<file path="config.mk">
export PLATFORM = sky130hd
export DESIGN_NAME = fixed_timeout_queue_unit_flat
export DESIGN_NICKNAME = d
export VERILOG_FILES = /design/src/ftq_pkg.sv /design/src/ftq_req_if.sv /design/src/ftq_rsp_if.sv /design/src/ftq_ram.sv /design/src/fixed_timeout_queue_unit.sv /design/src/flat_wrapper.sv
export SDC_FILE = /design/constraint.sdc
export NUM_CORES = 2
export LEC_CHECK = 0
export ABC_AREA = 1
export BUFFER_PORTS_ARGS = -buffer_cell sky130_fd_sc_hd__buf_4
export CAP_MARGIN = 20
export CORE_MARGIN = 8
export CORE_UTILIZATION = 46
export CTS_CLUSTER_DIAMETER = 80
export DETAILED_ROUTE_END_ITERATION = 12
export PLACE_DENSITY = 0.71
export SYNTH_ARGS = -nofsm -noshare
export SYNTH_HDL_FRONTEND = slang
export SYNTH_SLANG_ARGS = --single-unit
</file>
<file path="constraint.sdc">
create_clock -name clk -period 7.1 [get_ports clk]
set_input_delay 1.42 -clock clk [delete_from_list [all_inputs] [get_ports clk]]
set_output_delay 1.42 -clock clk [all_outputs]
set_load 0.02 [all_outputs]
</file>
<file path="src/ftq_pkg.sv">
package ftq_pkg;

    localparam int ENTRIES   = 64;
    localparam int TIME_BITS = 32;
    localparam int ENTRY_AW  = $clog2(ENTRIES);
    localparam int ID_W      = 6;
    localparam int LINK_W    = 7;
    localparam int COUNT_W   = ENTRY_AW + 1;

    localparam logic [LINK_W-1:0] NIL_LINK = 7'h7f;

    typedef logic [2:0]           op_t;
    typedef logic [1:0]           kind_t;
    typedef logic [LINK_W-1:0]    link_t;
    typedef logic [TIME_BITS-1:0] tick_t;

    localparam op_t OP_START    = 3'd0;
    localparam op_t OP_STOP     = 3'd1;
    localparam op_t OP_RESTART  = 3'd2;
    localparam op_t OP_TICK     = 3'd3;
    localparam op_t OP_FLUSH    = 3'd4;
    localparam op_t OP_CLEAR    = 3'd5;
    localparam op_t OP_QUERY    = 3'd6;
    localparam op_t OP_RESERVED = 3'd7;

    localparam kind_t KIND_ACK     = 2'd0;
    localparam kind_t KIND_EXPIRED = 2'd1;
    localparam kind_t KIND_QUERY   = 2'd2;

endpackage

</file>
<file path="src/ftq_req_if.sv">
interface ftq_req_if;
    import ftq_pkg::*;

    logic                 valid;
    logic                 ready;
    op_t                  operation;
    logic [ID_W-1:0]      entry_id;
    logic [TIME_BITS-1:0] now_time;

    modport source (output valid, output operation, output entry_id, output now_time,
                    input ready);
    modport sink   (input valid, input operation, input entry_id, input now_time,
                    output ready);
endinterface

</file>
<file path="src/ftq_rsp_if.sv">
interface ftq_rsp_if;
    import ftq_pkg::*;

    logic                 valid;
    logic                 ready;
    kind_t                kind;
    logic [ID_W-1:0]      expired_id;
    logic                 entry_active;
    logic                 queue_nonempty;
    logic [TIME_BITS-1:0] next_deadline;
    logic                 last;

    modport source (output valid, output kind, output expired_id, output entry_active,
                    output queue_nonempty, output next_deadline, output last,
                    input ready);
    modport sink   (input valid, input kind, input expired_id, input entry_active,
                    input queue_nonempty, input next_deadline, input last,
                    output ready);
endinterface

</file>
<file path="src/ftq_ram.sv">
module ftq_ram #(
    parameter int WIDTH = 8,
    parameter int DEPTH = 64
) (
    input  logic                     clk,
    input  logic                     we,
    input  logic [$clog2(DEPTH)-1:0] waddr,
    input  logic [WIDTH-1:0]         wdata,
    input  logic [$clog2(DEPTH)-1:0] raddr,
    output logic [WIDTH-1:0]         rdata
);
    logic [WIDTH-1:0] mem [DEPTH];

    always_ff @(posedge clk)
    begin
        if (we)
        begin
            mem[waddr] <= wdata;
        end
        rdata <= mem[raddr];
    end
endmodule

</file>
<file path="src/fixed_timeout_queue_unit.sv">
// Channel   Dir  Handshake     Payload
// req       in   valid/ready   operation, entry_id, now_time
// rsp       out  valid/ready   kind, expired_id, entry_active, queue_nonempty,
//                              next_deadline, last
// cfg       in   cfg_wr_en     cfg_wr_data (timeout_ticks)
//
// One item is taken at a time, and only in idle. Query, clear, an undefined code and
// stop of an idle entry go straight to the result; start passes ST_START; stop passes
// ST_STOP_RD, ST_STOP_UNL and, when the head moves, ST_STOP_HS to fetch its start time;
// restart runs stop, then ST_START (only ST_START when the entry is idle). Tick and flush
// walk from the head with ST_TICK_CHK, ST_TICK_NX, ST_TICK_HS per expired entry (no
// ST_TICK_HS when the list runs dry), one final check, then ST_EMIT_RD per stored result.
// rst_n clears the active flags, head and tail at once; the RAMs need no clearing.
// A stalled rsp holds the result; req.ready stays low until the last result goes.
module fixed_timeout_queue_unit (
    input  logic                           clk,
    input  logic                           rst_n,
    input  logic                           cfg_wr_en,
    input  logic [ftq_pkg::TIME_BITS-1:0]  cfg_wr_data,
    ftq_req_if.sink                        req,
    ftq_rsp_if.source                      rsp
);
    import ftq_pkg::*;

    localparam logic [3:0] ST_IDLE     = 4'd0;
    localparam logic [3:0] ST_STOP_RD  = 4'd1;
    localparam logic [3:0] ST_STOP_UNL = 4'd2;
    localparam logic [3:0] ST_STOP_HS  = 4'd3;
    localparam logic [3:0] ST_START    = 4'd4;
    localparam logic [3:0] ST_TICK_CHK = 4'd5;
    localparam logic [3:0] ST_TICK_NX  = 4'd6;
    localparam logic [3:0] ST_TICK_HS  = 4'd7;
    localparam logic [3:0] ST_EMIT_RD  = 4'd8;
    localparam logic [3:0] ST_EMIT_OUT = 4'd9;

    logic [3:0]         state_reg, state_next;
    logic [ENTRIES-1:0] active_reg, active_next;
    link_t              head_reg, head_next;
    link_t              tail_reg, tail_next;
    tick_t              head_start_reg, head_start_next;
    tick_t              timeout_reg;
    op_t                op_reg;
    logic [ID_W-1:0]    id_reg;
    tick_t              now_reg;
    logic [COUNT_W-1:0] n_reg, n_next;
    logic [COUNT_W-1:0] k_reg, k_next;
    kind_t              res_kind_reg;
    logic [ID_W-1:0]    res_id_reg;
    logic               res_act_reg;

    // RAM ports
    logic                next_we, prev_we, time_we, buf_we;
    logic [ENTRY_AW-1:0] next_waddr, prev_waddr, next_raddr;
    link_t               next_wdata, prev_wdata, next_rdata, prev_rdata;
    tick_t               time_rdata;
    logic [ID_W-1:0]     buf_rdata;

    logic                accept;
    logic                id_ok;
    link_t               id_link, cur_link, nx, pv;
    logic                expire;
    logic                append_ok;
    logic                out_last;

    assign accept    = req.valid && req.ready;
    assign req.ready = (state_reg == ST_IDLE);
    assign id_ok     = ({1'b0, id_reg} < LINK_W'(ENTRIES));
    assign id_link   = {1'b0, id_reg};

    // The entry being unlinked: the queue head on a tick walk, else the addressed one.
    assign cur_link  = (state_reg == ST_TICK_NX) ? head_reg : id_link;
    assign nx        = (cur_link == tail_reg) ? NIL_LINK : next_rdata;
    assign pv        = (id_link == head_reg) ? NIL_LINK : prev_rdata;
    assign expire    = !head_reg[LINK_W-1] &&
                       ((op_reg == OP_FLUSH) || ((now_reg - head_start_reg) >= timeout_reg));
    assign append_ok = id_ok && !active_reg[id_reg[ENTRY_AW-1:0]];

    assign next_raddr = (state_reg == ST_TICK_CHK) ? head_reg[ENTRY_AW-1:0]
                                                  : id_reg[ENTRY_AW-1:0];

    always_comb
    begin
        next_we    = 1'b0;
        next_waddr = pv[ENTRY_AW-1:0];
        next_wdata = nx;
        prev_we    = 1'b0;
        prev_waddr = nx[ENTRY_AW-1:0];
        prev_wdata = pv;
        time_we    = 1'b0;
        buf_we     = 1'b0;
        case (state_reg)
            ST_STOP_UNL:
            begin
                next_we = !pv[LINK_W-1];
                prev_we = !nx[LINK_W-1];
            end
            ST_START:
            begin
                // link after the current tail
                next_we    = append_ok && !tail_reg[LINK_W-1];
                next_waddr = tail_reg[ENTRY_AW-1:0];
                next_wdata = id_link;
                prev_we    = append_ok;
                prev_waddr = id_reg[ENTRY_AW-1:0];
                prev_wdata = tail_reg;
                time_we    = append_ok;
            end
            ST_TICK_CHK:
            begin
                buf_we = expire;
            end
            default:
            begin
            end
        endcase
    end

    ftq_ram #(.WIDTH(LINK_W), .DEPTH(ENTRIES)) u_next_ram (
        .clk   (clk),
        .we    (next_we),
        .waddr (next_waddr),
        .wdata (next_wdata),
        .raddr (next_raddr),
        .rdata (next_rdata)
    );

    ftq_ram #(.WIDTH(LINK_W), .DEPTH(ENTRIES)) u_prev_ram (
        .clk   (clk),
        .we    (prev_we),
        .waddr (prev_waddr),
        .wdata (prev_wdata),
        .raddr (id_reg[ENTRY_AW-1:0]),
        .rdata (prev_rdata)
    );

    ftq_ram #(.WIDTH(TIME_BITS), .DEPTH(ENTRIES)) u_time_ram (
        .clk   (clk),
        .we    (time_we),
        .waddr (id_reg[ENTRY_AW-1:0]),
        .wdata (now_reg),
        .raddr (nx[ENTRY_AW-1:0]),
        .rdata (time_rdata)
    );

    // expired ids in list order, replayed once the walk is done
    ftq_ram #(.WIDTH(ID_W), .DEPTH(ENTRIES)) u_buf_ram (
        .clk   (clk),
        .we    (buf_we),
        .waddr (n_reg[ENTRY_AW-1:0]),
        .wdata (head_reg[ID_W-1:0]),
        .raddr (k_reg[ENTRY_AW-1:0]),
        .rdata (buf_rdata)
    );

    assign out_last = (n_reg == '0) || (k_reg == n_reg - COUNT_W'(1));

    always_comb
    begin
        state_next      = state_reg;
        active_next     = active_reg;
        head_next       = head_reg;
        tail_next       = tail_reg;
        head_start_next = head_start_reg;
        n_next          = n_reg;
        k_next          = k_reg;
        case (state_reg)
            ST_IDLE:
            begin
                if (accept)
                begin
                    n_next = '0;
                    k_next = '0;
                    case (req.operation)
                        OP_START:
                        begin
                            state_next = ST_START;
                        end
                        OP_STOP, OP_RESTART:
                        begin
                            if (active_reg[req.entry_id[ENTRY_AW-1:0]])
                            begin
                                state_next = ST_STOP_RD;
                            end
                            else if (req.operation == OP_RESTART)
                            begin
                                state_next = ST_START;
                            end
                            else
                            begin
                                state_next = ST_EMIT_OUT;
                            end
                        end
                        OP_TICK, OP_FLUSH:
                        begin
                            state_next = ST_TICK_CHK;
                        end
                        OP_CLEAR:
                        begin
                            // drop everything silently
                            active_next = '0;
                            head_next   = NIL_LINK;
                            tail_next   = NIL_LINK;
                            state_next  = ST_EMIT_OUT;
                        end
                        default:
                        begin
                            state_next = ST_EMIT_OUT;
                        end
                    endcase
                end
            end
            ST_STOP_RD:
            begin
                state_next = ST_STOP_UNL;
            end
            ST_STOP_UNL:
            begin
                active_next[id_reg[ENTRY_AW-1:0]] = 1'b0;
                if (tail_reg == id_link)
                begin
                    tail_next = pv;
                end
                if (head_reg == id_link)
                begin
                    head_next = nx;
                end
                if ((head_reg == id_link) && !nx[LINK_W-1])
                begin
                    state_next = ST_STOP_HS;
                end
                else
                begin
                    state_next = (op_reg == OP_RESTART) ? ST_START : ST_EMIT_OUT;
                end
            end
            ST_STOP_HS:
            begin
                head_start_next = time_rdata;
                state_next      = (op_reg == OP_RESTART) ? ST_START : ST_EMIT_OUT;
            end
            ST_START:
            begin
                if (append_ok)
                begin
                    active_next[id_reg[ENTRY_AW-1:0]] = 1'b1;
                    tail_next = id_link;
                    if (tail_reg[LINK_W-1])
                    begin
                        head_next       = id_link;
                        head_start_next = now_reg;
                    end
                end
                state_next = ST_EMIT_OUT;
            end
            ST_TICK_CHK:
            begin
                if (expire)
                begin
                    active_next[head_reg[ENTRY_AW-1:0]] = 1'b0;
                    n_next     = n_reg + COUNT_W'(1);
                    state_next = ST_TICK_NX;
                end
                else
                begin
                    state_next = (n_reg != '0) ? ST_EMIT_RD : ST_EMIT_OUT;
                end
            end
            ST_TICK_NX:
            begin
                // advance the head; fetch its start time unless the list ran dry
                head_next = nx;
                if (nx[LINK_W-1])
                begin
                    tail_next  = NIL_LINK;
                    state_next = ST_TICK_CHK;
                end
                else
                begin
                    state_next = ST_TICK_HS;
                end
            end
            ST_TICK_HS:
            begin
                head_start_next = time_rdata;
                state_next      = ST_TICK_CHK;
            end
            ST_EMIT_RD:
            begin
                state_next = ST_EMIT_OUT;
            end
            ST_EMIT_OUT:
            begin
                if (rsp.ready)
                begin
                    if (out_last)
                    begin
                        state_next = ST_IDLE;
                    end
                    else
                    begin
                        k_next     = k_reg + COUNT_W'(1);
                        state_next = ST_EMIT_RD;
                    end
                end
            end
            default:
            begin
                state_next = ST_IDLE;
            end
        endcase
    end

    always_ff @(posedge clk or negedge rst_n)
    begin
        if (!rst_n)
        begin
            state_reg   <= ST_IDLE;
            active_reg  <= '0;
            head_reg    <= NIL_LINK;
            tail_reg    <= NIL_LINK;
            timeout_reg <= TIME_BITS'(1000);
            n_reg       <= '0;
            k_reg       <= '0;
        end
        else
        begin
            state_reg  <= state_next;
            active_reg <= active_next;
            head_reg   <= head_next;
            tail_reg   <= tail_next;
            n_reg      <= n_next;
            k_reg      <= k_next;
            if (cfg_wr_en)
            begin
                timeout_reg <= cfg_wr_data;
            end
        end
    end

    // payload registers: capture the item, hold the single-result fields
    always_ff @(posedge clk)
    begin
        head_start_reg <= head_start_next;
        if (accept)
        begin
            op_reg       <= req.operation;
            id_reg       <= req.entry_id;
            now_reg      <= req.now_time;
            res_kind_reg <= (req.operation == OP_QUERY) ? KIND_QUERY : KIND_ACK;
            res_id_reg   <= (req.operation == OP_QUERY) ? req.entry_id : '0;
            res_act_reg  <= (req.operation == OP_QUERY) &&
                            active_reg[req.entry_id[ENTRY_AW-1:0]];
        end
    end

    assign rsp.valid          = (state_reg == ST_EMIT_OUT);
    assign rsp.kind           = (n_reg != '0) ? KIND_EXPIRED : res_kind_reg;
    assign rsp.expired_id     = (n_reg != '0) ? buf_rdata : res_id_reg;
    assign rsp.entry_active   = (n_reg == '0) && res_act_reg;
    assign rsp.queue_nonempty = !head_reg[LINK_W-1];
    assign rsp.next_deadline  = head_reg[LINK_W-1] ? '0 : (head_start_reg + timeout_reg);
    assign rsp.last           = out_last;

endmodule
</file>
<file path="src/flat_wrapper.sv">
// flat-port wrapper written by rule: the top's interface ports become plain ports
module fixed_timeout_queue_unit_flat import ftq_pkg::*;
  (clk, rst_n, cfg_wr_en, cfg_wr_data, req_valid, req_operation, req_entry_id, req_now_time, req_ready, rsp_valid, rsp_kind, rsp_expired_id, rsp_entry_active, rsp_queue_nonempty, rsp_next_deadline, rsp_last, rsp_ready);
  ftq_req_if req_i ();
  ftq_rsp_if rsp_i ();
  input  logic clk;
  input  logic rst_n;
  input  logic cfg_wr_en;
  input  logic [ftq_pkg::TIME_BITS-1:0] cfg_wr_data;
  input wire logic [$bits(req_i.valid)-1:0] req_valid;
  input wire logic [$bits(req_i.operation)-1:0] req_operation;
  input wire logic [$bits(req_i.entry_id)-1:0] req_entry_id;
  input wire logic [$bits(req_i.now_time)-1:0] req_now_time;
  output wire logic [$bits(req_i.ready)-1:0] req_ready;
  output wire logic [$bits(rsp_i.valid)-1:0] rsp_valid;
  output wire logic [$bits(rsp_i.kind)-1:0] rsp_kind;
  output wire logic [$bits(rsp_i.expired_id)-1:0] rsp_expired_id;
  output wire logic [$bits(rsp_i.entry_active)-1:0] rsp_entry_active;
  output wire logic [$bits(rsp_i.queue_nonempty)-1:0] rsp_queue_nonempty;
  output wire logic [$bits(rsp_i.next_deadline)-1:0] rsp_next_deadline;
  output wire logic [$bits(rsp_i.last)-1:0] rsp_last;
  input wire logic [$bits(rsp_i.ready)-1:0] rsp_ready;
  assign req_i.valid = req_valid;
  assign req_i.operation = req_operation;
  assign req_i.entry_id = req_entry_id;
  assign req_i.now_time = req_now_time;
  assign req_ready = req_i.ready;
  assign rsp_valid = rsp_i.valid;
  assign rsp_kind = rsp_i.kind;
  assign rsp_expired_id = rsp_i.expired_id;
  assign rsp_entry_active = rsp_i.entry_active;
  assign rsp_queue_nonempty = rsp_i.queue_nonempty;
  assign rsp_next_deadline = rsp_i.next_deadline;
  assign rsp_last = rsp_i.last;
  assign rsp_i.ready = rsp_ready;
  fixed_timeout_queue_unit u_core (.clk(clk), .rst_n(rst_n), .cfg_wr_en(cfg_wr_en), .cfg_wr_data(cfg_wr_data), .req(req_i), .rsp(rsp_i));
endmodule
</file>
Yosys cells after proc, flatten, opt, wreduce, memory -nomap -nowiden. Memories as Yosys holds them, arrays and structs flattened. A register that Yosys moved wholly into a read port is not among the register bits. Index checks and enable logic that the tools add are counted.

Word-level logic and storage cells: 169. Memories: 4. Bits in registers: 210. RAM bits: 3328. Output and inout port bits: 45. Input port bits: 78.

Muxes and demuxes: 68. Magnitude comparators: 6. Reductions and logical operators: 35. Eq/ne operators: 32. $add $sub $neg: 5. Bitwise gates (word level): 5.

Memory list: u_core.u_time_ram.mem (words 64, bits a word 32, read ports 1, clocked after memory_dff 1, wr ports 1, RTL line ftq_ram.sv:12) `logic [WIDTH-1:0] mem [DEPTH];`; u_core.u_next_ram.mem (words 64, bits a word 7, read ports 1, clocked after memory_dff 1, wr ports 1, RTL line ftq_ram.sv:12); u_core.u_prev_ram.mem (words 64, bits a word 7, read ports 1, clocked after memory_dff 1, wr ports 1, RTL line ftq_ram.sv:12); u_core.u_buf_ram.mem (words 64, bits a word 6, read ports 1, clocked after memory_dff 1, wr ports 1, RTL line ftq_ram.sv:12).

Operators with widths (count): two-way mux 64 bit (4); one-hot mux 64 bit (4 select lines) (1); bitwise AND 64 bit (2); NOT 64 bit (2); two-way mux 7 bit (17); two-way mux 32 bit (3); OR 64 bit (1); one-hot mux 32 bit (2 select lines) (1); one-hot mux 7 bit (4 select lines) (2); one-hot mux 4 bit (9 select lines) (1); adder 32 bit (1); greater-or-equal comparator 32 bit (1); two-way mux 4 bit (8); subtractor 32 bit (1); one-hot mux 7 bit (2 select lines) (2); two-way mux 6 bit (4); < comparator 6 x 7 -> 1 bit (second input constant) (3); == test 4 x 3 -> 1 bit (second input constant) (4); two-way mux 1 bit (15); adder 7 x 1 -> 7 bit (second input constant) (2); == test 7 x 6 -> 1 bit (2); == test 7 bit (2); binary-select mux 1 bit (select 6 bit) (2); demux 1 bit (select 6 bit) (2); other kinds (29) (68).

Longest topological paths before layout.
Depth after elaboration: 8. Depth in mapped cells: 29. Mapped depth without buffers: 28.

By module. From an unflattened synthesis, not the netlist that was laid out.

Cells, all modules: 13915. Area total of the unflattened synthesis: 153529.7 µm².

Modules (own cells, without submodules): ftq_ram at u_core.u_time_ram (sequential area each 62139.6 µm², instances 1, area each 82738.1 µm², cells each 6769); ftq_ram at u_core.u_next_ram ... (sequential area each 13593.0 µm², instances 2, area each 18545.3 µm², cells each 1590); fixed_timeout_queue_unit (sequential area each 5660.4 µm², instances 1, area each 17770.8 µm², cells each 2590); ftq_ram at u_core.u_buf_ram (sequential area each 11651.2 µm², instances 1, area each 15930.3 µm², cells each 1376).

Worst setup path after synthesis. No wires, ideal clock.

Path kind: flip-flop to flip-flop. From: register u_core.id_reg[1]. To: memory u_core.u_time_ram.mem[15][0] (netlist name), enable pin. Slack: 1.853 ns. Setup time: 0.501 ns. Data required time: 6.599 ns. Path buffers: 3. Period minus slack after synthesis: 5.247 ns. Cell stages (with the launch flop): 14. Data arrival time: 4.746 ns. Cell sequence: edfxtp_1 -> buf_2 -> inv_2 -> nand3_2 -> inv_2 -> buf_2 -> a22oi_1 -> o2111ai_1 -> nand2_1 -> nand2_1 -> nor2_1 -> nand2_1 -> clkbuf_1 -> nor4_1.

Word-level cells in the longest chain between the ends: 6.

RTL lines: from (decl) (RTL line fixed_timeout_queue_unit.sv:43) `logic [ID_W-1:0] id_reg;`; from (signal assigned) (RTL line fixed_timeout_queue_unit.sv:347) `id_reg <= req.entry_id;`; binary-select mux 1 bit (select 6 bit) (RTL line fixed_timeout_queue_unit.sv:76) `assign append_ok = id_ok && !active_reg[id_reg[ENTRY_AW-1:0]];`; two-way mux 1 bit (not written as such) (RTL line fixed_timeout_queue_unit.sv:76); logical NOT 1 bit (RTL line fixed_timeout_queue_unit.sv:76); two-way mux 1 bit (RTL line fixed_timeout_queue_unit.sv:91) `case (state_reg)`; two-way mux 1 bit (RTL line ftq_ram.sv:16) `if (we)`; two-way mux 1 bit (not written as such) (RTL line ftq_ram.sv:18) `mem[waddr] <= wdata;`; to (decl) (RTL line ftq_ram.sv:12).

Several ways; a longest one is shown, not always the timed one. The select of a mux whose other input is x is not followed.

Worst setup path after layout.
From: register u_core.head_start_reg[0]. To: memory u_core.u_buf_ram.mem[20][5] (netlist name), enable pin.

Word-level cells in the longest chain between the ends: 7.

RTL lines: from (decl) (RTL line fixed_timeout_queue_unit.sv:40) `tick_t head_start_reg, head_start_next;`; from (signal assigned) (RTL line fixed_timeout_queue_unit.sv:343) `head_start_reg <= head_start_next;`; subtractor 32 bit (RTL line fixed_timeout_queue_unit.sv:75) `((op_reg == OP_FLUSH) || ((now_reg - head_start_reg) >= timeout_reg));`; greater-or-equal comparator 32 bit (RTL line fixed_timeout_queue_unit.sv:75); logical OR 1 bit (RTL line fixed_timeout_queue_unit.sv:75); logical AND 1 bit (RTL line fixed_timeout_queue_unit.sv:74) `assign expire = !head_reg[LINK_W-1] &&`; two-way mux 1 bit (RTL line fixed_timeout_queue_unit.sv:91); two-way mux 1 bit (RTL line ftq_ram.sv:16); two-way mux 1 bit (not written as such) (RTL line ftq_ram.sv:18); to (decl) (RTL line ftq_ram.sv:12).

Every way passes these cells.

==> results by stage <==
Power:
- The analysis attributes to net switching a power of around 25 mW.
- Of the total power, combinational logic draws 0.325.
- The worst-case IR drop observed on VDD is 0.000395 V.
- The proportion of power drawn by the clock network is 0.292.
- The power share of the sequential group is 0.383.
- The leakage power figure is approximately 63 nW.
- Cell internal power was estimated by the tool at between 40 and 50 mW.
- The switching power as a share of total power is 0.372.
- For this design the ratio of total power to cell area is 391 nW/um^2.

Yosys:
- The proportion of synthesized chip area in sequential cells is 0.683.
- Of the total synthesized cell area, the portion taken by AND, OR, NAND and NOR gates is 0.173.
- Of the total synthesized cell area, the portion taken by full adders, half adders and majority gates is 0.00803.
- The number of nets in the synthesized netlist is 13864.
- The synthesized netlist contains a little under 60 unique library cells.
- Counting flops and latches in the post-synthesis netlist gives between 3000 and 4000.
- Of the total synthesized cell area, the portion taken by XOR and XNOR cells is 0.00353.
- The number of enable-type register cells in the synthesized netlist is around 3400.
- A synthesized cell averages 11.4 um^2.
- The mux share of post-synthesis cell area is 0.0000721.
- After synthesis, the largest family of logic cells by area is simple AND/OR/NAND/NOR gates.
- The top flip-flop cell by instance count after synthesis is sky130_fd_sc_hd__edfxtp_1.
- The fraction of registers with async set/reset is 0.0357.
- The mapped netlist covers 156000 um^2.
- The warning count from the yosys run is 0.
- The post-synthesis compound-gate area fraction is 0.0719.
- After technology mapping, the gate count stands at 13687.

Clock tree:
- In this run the number of H-tree levels came out at 5.
- The largest buffer count on any clock path is 4.
- The clock insertion delay at the later pin of the skew report is slightly below 1 ns.
- The clock-pin slew on the worst setup and hold paths is ~0.060 ns.
- The number of hold-repair buffers added at the cts stage is 0.
- For this design, the sink count on the clock tree is about 3600.
- The tree is rooted in a sky130_fd_sc_hd__clkbuf_16.
- The CTS tree is yes.
- Clock tree synthesis inserted a total of about 360 buffers.

Hold path:
- The class of the worst hold path is in2async.

Worst setup path:
- The worst register-to-register path has a depth of 26.
- The most frequent cell on the critical path is sky130_fd_sc_hd__nand2_1.
- The worst setup slack for register-to-register paths is ~0.39 ns.
- STA puts the critical path data arrival time at around 7.3 ns.
- For this run, the slowest stage of the critical path takes roughly 0.65 ns.
- The type of origin of the critical path is a flop.
- The worst setup path is captured at a flop.
- The worst register-to-register path ends at u_core.u_buf_ram.mem[20][5].
- Along the worst path, the maximum fanout reaches 8.
- The most critical setup path has its endpoint at u_core.u_buf_ram.mem[20][5].
- The kind of critical path is reg2reg.
- The launching instance or port of the critical path is u_core.head_start_reg[0].
- The launch instance of the worst register-to-register path is u_core.head_start_reg[0].
- The data required time at the worst endpoint is between 7 and 8 ns.
- The slowest stage cell on the critical path is sky130_fd_sc_hd__nor2_1.

Detailed routing:
- The post-detailed-route wirelength per cell is roughly 25 um.
- The routed layout has ~110k vias.
- The first routing iteration left around 15000 violations.
- After detailed routing, the number of vias per cell comes to approximately 5.9.
- The number of iterations in the first detailed-routing pass is 6.
- The detail route stage leaves a number of antenna-violating nets equal to 0.
- The total detailed-routing wirelength is roughly 460000 um.
- For this run, design rule violations remaining after detail routing come to 0.

STA:
- Counting I/O delays and the setup requirement, the final critical path takes 6.71 ns.
- After layout, the worst setup slack is between 0.3 and 0.4 ns.
- Setup violations remaining at the end of the flow were counted as 0.
- The highest clock rate is between 0.1 and 0.15 GHz.
- Of the available clock period, the critical path in the final layout requires 0.946.
- For the pin with the worst max-slew slack, the measured transition is 1.17 ns.
- The hold violation count in the final report is 0.
- Across the routed clock network, the largest skew measured is between 0.08 and 0.09 ns.
- In this run the tightest slew margin relative to its limit is 0.214.
- The worst hold slack is 0.485 ns.
- The total count of max-transition violations in the final report was 0.
- Setup repair after global routing could not meet its margin everywhere.

Layout:
- The most flop-heavy register is u_core.u_time_ram.mem.
- The layout overhead on the synthesized area is 11.6%.
- The largest registers in the layout are u_core.u_time_ram.mem (2048), u_core.u_next_ram.mem (448), u_core.u_prev_ram.mem (448).
- Leaving out fill and tap cells, the most frequent cells in the layout are sky130_fd_sc_hd__edfxtp_1 (3409), sky130_fd_sc_hd__nand3_1 (2193), sky130_fd_sc_hd__nand2_1 (1693).
- The most common library cell in the layout ignoring fill and taps is sky130_fd_sc_hd__edfxtp_1.
- The flip-flop count of the largest register, all copies and words added is 2048.
- Of the cells placed in the final design, the portion with a size suffix greater than 1 is 0.0917.
- The layout has ~28000 filler cells.
- After the last flow step, the layout net total stands at approximately 14000.

Run status:
- The run finished with clean final reports.

Floorplanning:
- The area inside the core boundary is roughly 340000 um^2.
- Measured along the x axis, the die boundary spans ~600 um.
- The area of the die is between 300000 and 400000 um^2.
- The effective utilization at floorplan is 0.461.
- In this run the vertical extent of the chip is 599 um.
- The number of core rows is around 210.
- 123 I/O pins were placed.

Placement:
- The HPWL after detailed placement is between 200000 and 300000 um.
- The count of input and output buffers is roughly 120.
- Before CTS, the worst setup slack after placement is roughly 0.42 ns.
- The congestion estimate from routability-driven global placement came to approximately 0.91.

Global route:
- Entering global routing, the biggest net connects between 200 and 250 pins.
- The total global-route track usage is 0.248.
- The number of antenna violations at the first check in global routing is 40.
- The global-route congestion overflow total is 0.
- The number of global-route vias before repair came to 102266.
- The first-pass GRT wire length is 675000 um.

Flow run:
- The max-cap check violation count is 0.
[metal layers]
metal  share of wire  global-route usage  up-vias
met3            0.12              0.0525     1100
met5         0.00029                   0        -
met2            0.45               0.379     6502
li1                -                   -    48325
met1            0.39               0.345    53225
met4           0.047               0.109       20
[power groups by stage]
stage | logic (mW) | clock network (mW) | registers [mW]
2_1_floorplan | 13.2 | 0 | 26.8
3_3_place_gp | 21.5 | 0 | 26.4
3_5_place_dp | 21.7 | 0 | 26.5
4_1_cts | 21.8 | 20.0 | 26.0
5_1_grt | 23.7 | 20.8 | 26.1
6_report | 22.1 | 19.8 | 26.0
[final cells by class]
type,instances,area (um^2),area share
antenna,18,45.0,0.000259
clock buffer,457,9650,0.0554
clock inverter,223,2740,0.0157
inverter,1536,5810,0.0334
multi-input combinational,7690,40600,0.233
sequential,3589,107000,0.612
tap,4536,5680,0.0326
timing repair buffer,360,3020,0.0173
[logic make-up (layout without fill, tap and decap cells)]
| group | Yosys count | in the layout |
|---|---|---|
| xor gates and xnor gates | 63 | 63 |
| muxes | 1 | 1 |
| buffers and inverters | 2408 | 2576 |
| DFF | 3589 | 3589 |
| adders and majority gates | 99 | 99 |
| and+or+nand+nor | 5762 | 5762 |
| other | 0 | 18 |
| AOI/OAI and AO/OA | 1765 | 1765 |
[metrics by stage]
step | util | power [mW] | TNS [ns] | cell area, um^2 | cells
after detailed placement | 0.477 | 48.2 | 0 | 162000 | 17709
final | 0.514 | 68.0 | 0 | 174000 | 18409
after CTS | 0.514 | 67.8 | 0 | 174000 | 18389
after global routing | 0.514 | 70.5 | -1.92 | 174000 | 18400
after floorplan | - | 40.0 | 0 | 156000 | 13687
after global placement | 0.477 | 47.9 | 0 | 162000 | 17709
[synthesized netlist by cell type, types with 97 or more instances]
cell type | count | share of area
sky130_fd_sc_hd__nand3b_1 | 448 | 0.022
sky130_fd_sc_hd__buf_2 | 183 | 0.0059
sky130_fd_sc_hd__inv_1 | 1511 | 0.036
sky130_fd_sc_hd__nand3_1 | 2195 | 0.070
sky130_fd_sc_hd__nor2_1 | 1030 | 0.025
sky130_fd_sc_hd__o2111ai_1 | 206 | 0.012
sky130_fd_sc_hd__buf_1 | 115 | 0.0028
sky130_fd_sc_hd__or2_2 | 194 | 0.0078
sky130_fd_sc_hd__o22ai_1 | 138 | 0.0055
sky130_fd_sc_hd__ha_1 | 97 | 0.0078
sky130_fd_sc_hd__o221ai_1 | 102 | 0.0057
sky130_fd_sc_hd__nand2_1 | 1700 | 0.041
sky130_fd_sc_hd__a21oi_1 | 153 | 0.0049
sky130_fd_sc_hd__o21ai_0 | 742 | 0.024
sky130_fd_sc_hd__clkbuf_1 | 529 | 0.013
sky130_fd_sc_hd__dfrtp_1 | 108 | 0.017
sky130_fd_sc_hd__edfxtp_1 | 3409 | 0.66
[worst max-delay path, delay by kind of cell (launching register included)]
kind	cells	cell delay (ns)
adder cells (fa/ha/maj)	3	0.69
AND/OR/NAND/NOR	13	3.32
flip-flops	1	0.41
AO/OA/AOI/OAI	5	1.32
XOR/XNOR	1	0.08
buffers and inverters	4	0.49
[timing repair]
action / 4_1_cts / 5_1_grt
gates resized for setup: 0 / 10
setup endpoints to repair: 0 / 178
buffers inserted: 0 / 0
[how the worst min path moves through the flow]
stage / slack, ns / cells past startpoint / endpoint
global route: 0.50 / 1 / u_core.timeout_reg[29]
finish: 0.48 / 1 / u_core.timeout_reg[26]
floorplan: 0.48 / 2 / u_core.timeout_reg[3]
detailed placement: 0.49 / 2 / u_core.head_start_reg[5]
CTS: 0.46 / 1 / u_core.timeout_reg[26]
global placement: 0.49 / 2 / u_core.tail_reg[5]
Power figures use the tool's default switching activity.
